`src/hw/rtl/nwt_pkg.sv`:
```
// shared types and codes for the nearest waypoint trim block
package nwt_pkg;

	localparam int IDX_W = 6;

	localparam logic [1:0] ACT_CLEAR  = 2'd0;
	localparam logic [1:0] ACT_APPEND = 2'd1;
	localparam logic [1:0] ACT_QUERY  = 2'd2;

	typedef enum logic [1:0] {
		OP_CLEAR,
		OP_APPEND,
		OP_QUERY
	} op_e_t;

	typedef enum logic [2:0] {
		ST_IDLE,
		ST_SCAN,
		ST_DRAIN,
		ST_EMIT_RD,
		ST_EMIT_WAIT
	} back_state_t;

	typedef struct packed {
		logic valid;
		logic last;
	} scan_tag_t;

endpackage

```
`src/hw/rtl/nwt_front.sv`:
```
// input side: classifies words and queues commands for the back end
module nwt_front import nwt_pkg::*; #(
	parameter int COORD_BITS = 24
) (
	input  logic                         clk,
	input  logic                         arst_n,
	input  logic                         in_valid,
	output logic                         in_ready,
	input  logic [1:0]                   action,
	input  logic signed [COORD_BITS-1:0] point_x,
	input  logic signed [COORD_BITS-1:0] point_y,
	output logic                         cmd_valid,
	input  logic                         cmd_ready,
	output op_e_t                        cmd_op,
	output logic signed [COORD_BITS-1:0] cmd_x,
	output logic signed [COORD_BITS-1:0] cmd_y
);

	logic                         keep;
	op_e_t                        op_in;
	logic                         push;
	logic                         pop;
	op_e_t                        op_q [2];
	logic signed [COORD_BITS-1:0] x_q  [2];
	logic signed [COORD_BITS-1:0] y_q  [2];
	logic                         wr_ptr_q;
	logic                         rd_ptr_q;
	logic [1:0]                   fill_q;

	always_comb begin
		case (action)
			ACT_CLEAR: begin
				keep  = 1'b1;
				op_in = OP_CLEAR;
			end
			ACT_APPEND: begin
				keep  = 1'b1;
				op_in = OP_APPEND;
			end
			ACT_QUERY: begin
				keep  = 1'b1;
				op_in = OP_QUERY;
			end
			default: begin
				keep  = 1'b0;
				op_in = OP_CLEAR;
			end
		endcase
	end

	assign in_ready  = (fill_q != 2'd2);
	assign cmd_valid = (fill_q != 2'd0);
	assign push      = in_valid && in_ready && keep;
	assign pop       = cmd_valid && cmd_ready;
	assign cmd_op    = op_q[rd_ptr_q];
	assign cmd_x     = x_q[rd_ptr_q];
	assign cmd_y     = y_q[rd_ptr_q];

	always_ff @(posedge clk or negedge arst_n) begin
		if (!arst_n) begin
			wr_ptr_q <= 1'b0;
			rd_ptr_q <= 1'b0;
			fill_q   <= 2'd0;
		end else begin
			if (push)
				wr_ptr_q <= ~wr_ptr_q;
			if (pop)
				rd_ptr_q <= ~rd_ptr_q;
			if (push && !pop)
				fill_q <= fill_q + 2'd1;
			else if (pop && !push)
				fill_q <= fill_q - 2'd1;
		end
	end

	always_ff @(posedge clk) begin
		if (push) begin
			op_q[wr_ptr_q] <= op_in;
			x_q[wr_ptr_q]  <= point_x;
			y_q[wr_ptr_q]  <= point_y;
		end
	end

endmodule

```
`config.mk`:
```
export PLATFORM = sky130hd
export DESIGN_NAME = nwt_front
export DESIGN_NICKNAME = d
export VERILOG_FILES = /design/src/hw/rtl/nwt_pkg.sv /design/src/hw/rtl/nwt_front.sv
export SDC_FILE = /design/constraint.sdc
export NUM_CORES = 1
export LEC_CHECK = 0
export BUFFER_PORTS_ARGS = -buffer_cell sky130_fd_sc_hd__buf_4
export CAP_MARGIN = 10
export CORE_MARGIN = 3
export CORE_UTILIZATION = 30
export DETAILED_ROUTE_END_ITERATION = 7
export PLACE_DENSITY_LB_ADDON = 0.25
export SLEW_MARGIN = 20
export SYNTH_ARGS = -nofsm -noshare
export SYNTH_HDL_FRONTEND = slang
export SYNTH_SLANG_ARGS = --single-unit
```
`constraint.sdc`:
```
create_clock -name clk -period 3.8 [get_ports clk]
set_input_delay 0.57 -clock clk [delete_from_list [all_inputs] [get_ports clk]]
set_output_delay 0.57 -clock clk [all_outputs]
set_load 0.05 [all_outputs]
```
==> After elaboration in Yosys (flattened, before gate mapping) <==
Memories as Yosys holds them, arrays and structs flattened.
Cells that the tools add are included.
{ "classes": {"addsub": 2, "mul": 0, "div": 0, "magnitude_cmp": 0, "n_eq_ne": 3, "shifts": 0, "muxes": 6, "n_bitwise": 2, "reduce_logical": 11} }
{ "op_table": {"columns": ["cell", "n"], "rows": [
  ["$logic_and 1x1->1", 5],
  ["$mux 2", 2],
  ["$pmux 2 s2", 1],
  ["$reduce_bool 2->1", 2],
  ["$mux 1", 3],
  ["$reduce_or 3->1", 1],
  ["$add 2x1->2 const B", 1],
  ["$eq 2x1->1 const B", 1],
  ["$eq 2x2->1 const B", 1],
  ["$logic_not 1->1", 2],
  ["$logic_not 2->1", 1],
  ["$ne 2x2->1 const B", 1],
  ["$not 1->1", 2],
  ["$sub 2x1->2 const B", 1]
]} }
{ "word_totals": {"ff_bits": 4, "latchBits": 0, "ramBits": 100, "romBits": 0, "out_inout_bits": 52, "wordCells": 30, "n_memories": 3} }
{ "mem_list": {"columns": ["name", "words", "width", "rd", "rd_clocked_by_memory_dff", "wr", "line", "rtl"], "rows": [
  ["x_q", 2, 24, 1, 0, 1, "nwt_front.sv:24", "logic signed [COORD_BITS-1:0] x_q [2];"],
  ["y_q", 2, 24, 1, 0, 1, "nwt_front.sv:25", "logic signed [COORD_BITS-1:0] y_q [2];"],
  ["op_q", 2, 2, 1, 0, 1, "nwt_front.sv:23", "op_e_t op_q [2];"]
]} }

==> Depth between registers and ports, before layout <==
{ "depth": {"ltp_word": 8, "depth_mapped": 7} }

==> Least setup slack after synthesis <==
Ideal clock, no wire load.
{ "synth_timing": {"kind": "register -> register", "from": "register fill_q[0]", "to": "memory op_q[0][0] (netlist name), enable pin", "setup_time_ps": 458, "t_arrival_ps": 3163, "required_ps": 3342, "slack_ps": 179, "path_stages_with_launch": 4, "n_path_buf": 0, "cell_sequence": "dfrtp_1 > nand2b_1 > nand3_2 > nor2_1"} }
{ "synth_via": {"elab_chain_cells": 5} }
{ "synth_rtl": {"columns": ["item", "line", "rtl"], "rows": [
  ["start, declared", "nwt_front.sv:28", "logic [1:0] fill_q;"],
  ["start signal, assigned", "nwt_front.sv:70", "fill_q <= fill_q + 2'd1;"],
  ["start signal, assigned", "nwt_front.sv:72", "fill_q <= fill_q - 2'd1;"],
  ["$ne 2x2->1", "nwt_front.sv:51", "assign in_ready = (fill_q != 2'd2);"],
  ["via in_ready", "nwt_front.sv:8", "output logic in_ready,"],
  ["$logic_and 1x1->1 (2 in a row)", "nwt_front.sv:53", "assign push = in_valid && in_ready && keep;"],
  ["$mux 1", "nwt_front.sv:77", "if (push) begin"],
  ["$mux 1 (not written as such)", "nwt_front.sv:78", "op_q[wr_ptr_q] <= op_in;"],
  ["end, declared", "nwt_front.sv:23", null]
]} }
The timed path passes the listed nets, and every way through them passes these cells.

==> Worst setup path in the final report <==
{ "layout_timing": {"from": "register rd_ptr_q", "to": "output port cmd_y[11]"} }
{ "layout_via": {"elab_chain_cells": 1} }
{ "layout_rtl": {"columns": ["item", "line", "rtl"], "rows": [
  ["start, declared", "nwt_front.sv:27", "logic rd_ptr_q;"],
  ["start signal, assigned", "nwt_front.sv:68", "rd_ptr_q <= ~rd_ptr_q;"],
  ["$mem_v2 2x24", null, null],
  ["end, declared", "nwt_front.sv:16", "output logic signed [COORD_BITS-1:0] cmd_y"]
]} }
Every way passes these cells.

==> flow_metrics.env <==
export IMPL_fmax_mhz=385
export IMPL_wl_um=6870
export IMPL_numPortBuffers=105
export IMPL_viasPerCell=4.15
export IMPL_hp_class="in2async"
export IMPL_intPower_uw=2770
export IMPL_drive_above_1_share_pct=58.3
export IMPL_p_per_area_mw_per_mm2=845
export IMPL_synth_cell_types=16
export IMPL_finalNonFillerCells=467
export IMPL_comb_power_share_pct=42.2
export IMPL_wl_per_cell_um=14.7
export IMPL_seq_area_frac_synth_pct=76.1
export IMPL_final_cell_mix="buf_4, edfxtp_1, mux2_4"
export IMPL_antenna_found_initial=0
export IMPL_synth_seq_cells=104
export IMPL_netlist_area_sq_mm=0.00408
export IMPL_fin_nets=345
export IMPL_slew_headroom_pct=34.3
export IMPL_drv_slew=0
export IMPL_dieArea_sq_mm=0.0150
export IMPL_synth_warnings=0
export IMPL_grt_usage_pct=9.56
export IMPL_clock_sinks=104
export IMPL_die_w_um=123
export IMPL_crit_type="reg2out"
export IMPL_peakVddDrop_mv=0.541
export IMPL_min_period_ns=2.60
export IMPL_rr_startpoint="fill_q[0]$_DFFE_PN0P_"
export IMPL_syn2layout_area_growth_pct=30.2
export IMPL_design_core_area_sq_mm=0.0130
export IMPL_run_status="completed"
export IMPL_worstPathMaxFanout=51
export IMPL_clk_pin_slew_ns=0.06
export IMPL_antenna_left=0
export IMPL_worstSetupEndpoint="cmd_y[11]"
export IMPL_io_pins=106
export IMPL_final_common_cell="buf_4"
export IMPL_cts_root_buf="clkbuf_16"
export IMPL_power_switching_uw=1720
export IMPL_end_kind="primary output"
export IMPL_rsz0062_at_grt="false"
export IMPL_drt_first_pass_iters=4
export IMPL_overflow=0
export IMPL_initial_core_util_pct=31.4
export IMPL_cp_data_required_time_ns=3.23
export IMPL_post_route_period_util_pct=68.4
export IMPL_hpwl_um=4350
export IMPL_via_count=1938
export IMPL_r2r_setup_slack_ns=1.81
export IMPL_cts_tree="built"
export IMPL_swShare_pct=38.2
export IMPL_cts_buffers=9
export IMPL_clockBufferDepth=2
export IMPL_drc=0
export IMPL_startpoint_type="flip-flop"
export IMPL_first_iter_violations=93
export IMPL_postCtsSetupRepairBufs=0
export IMPL_synth_fp_nets=233
export IMPL_grt_pass1_vias=2039
export IMPL_syn_avg_cell_area_sq_um=22.9
export IMPL_pwr_share_seq_pct=38.2
export IMPL_p_clk_share_pct=19.6
export IMPL_timing_rr_end="x_q[0][5]$_DFFE_PP_"
export IMPL_setup_violations=0
export IMPL_worst_ep_arrival_time_ns=2.03
export IMPL_place_congestion=0.668
export IMPL_grt_pass1_wl_um=10500
export IMPL_cts_max_level=3
export IMPL_diodes=0
export IMPL_place_inst=451
export IMPL_p_leak_uw=0.00209
export IMPL_worstSkewPairLatency_ns=0.34
export IMPL_synth_cells=178
export IMPL_cts_hold_buf=0
export IMPL_grt_max_degree=52
export IMPL_die_y_um=123
export IMPL_cts_resized=0
export IMPL_drv_cap=0
export IMPL_max_slew_worst_pin_slew_ns=0.985
export IMPL_startpoint="rd_ptr_q$_DFFE_PN0P_"
export IMPL_reg2regPathDepth=4
export IMPL_hold_viol_final=0
export IMPL_num_rows=41
export IMPL_final_setup_skew_ns=0.00428
export IMPL_fin_tns_setup_ns=0
synthesized netlist by cell type (all sizes together):
master | number | area [sq um]
nand3 | 1 | 10.0
inv | 2 | 7.51
nand2b | 1 | 6.26
xnor2 | 3 | 26.3
dfrtp | 4 | 100
nand2 | 2 | 7.51
or2 | 1 | 6.26
buf | 6 | 111
ha | 1 | 12.5
xor2 | 2 | 17.5
nor2b | 2 | 12.5
edfxtp | 100 | 3000
nor2 | 3 | 11.3
mux2 | 50 | 747
sequential cells by signal (all words and copies together) (netlist names):
register and count:
x_q 48, fill_q 2, wr_ptr_q 1, y_q 48
rd_ptr_q 1, op_q 4
through the flow:
step | hold WS [ns] | instance area (sq um) | utilization [%] | power (uW) | setup slack [ns]
3_3_place_gp | 0.369 | 5030 | 38.8 | 3670 | 1.50
2_1_floorplan | 0.274 | 4080 | - | 3240 | 0.179
4_1_cts | 0.000641 | 5310 | 40.9 | 4570 | 1.13
3_5_place_dp | 0.370 | 5030 | 38.8 | 3670 | 1.51
5_1_grt | 0.00146 | 5310 | 40.9 | 4700 | 1.07
6_report | 0.0194 | 5310 | 40.9 | 4490 | 1.20
cell families after synthesis:
group,share of synthesized area (%)
buffers and inverters,2.91
xor gates and xnor gates,1.07
and+or+nand+nor,1.32
muxes,18.3
DFF,76.1
adders and majority gates,0.307
layout make-up:
class,count,area (sq um)
well taps,172,215
multi-input cells,66,872
repair buffers,107,828
clock buffers,12,236
inverters,2,7.51
fillers,1190,7670
flip-flops and latches,104,3110
clock inverters,4,45.0
metal layers:
metal	wire length (um)	vias up	GRT usage, %
li1	-	911	-
met1	2940	956	12.2
met2	3360	63	14.5
met3	477	8	4.10
met4	85	0	3.57
met5	0	-	0
power by group through the flow:
| stage | registers, uW | clock network, uW | logic, uW |
|---|---|---|---|
| 4_1_cts | 1730 | 915 | 1930 |
| 2_1_floorplan | 1590 | 0 | 1650 |
| 5_1_grt | 1760 | 964 | 1980 |
| 3_3_place_gp | 1740 | 0 | 1920 |
| 6_report | 1710 | 880 | 1890 |
| 3_5_place_dp | 1750 | 0 | 1920 |
worst max-delay path, stage by stage (launching register included):
cell and delay (ns):
dfrtp_4 1.06, mux2_2 0.41, buf_4 0.19
how the worst min path moves through the flow:
stage / end / slack [ns] / depth (start not counted)
after floorplan: fill_q[0]$_DFFE_PN0P_ / 0.27 / 0
after global placement: fill_q[1]$_DFFE_PN0P_ / 0.37 / 1
after detailed placement: fill_q[1]$_DFFE_PN0P_ / 0.37 / 1
after CTS: fill_q[1]$_DFFE_PN0P_ / 0.0006 / 1
after global routing: rd_ptr_q$_DFFE_PN0P_ / 0.001 / 1
final: fill_q[1]$_DFFE_PN0P_ / 0.02 / 1
(Power assumes the default switching activity.)
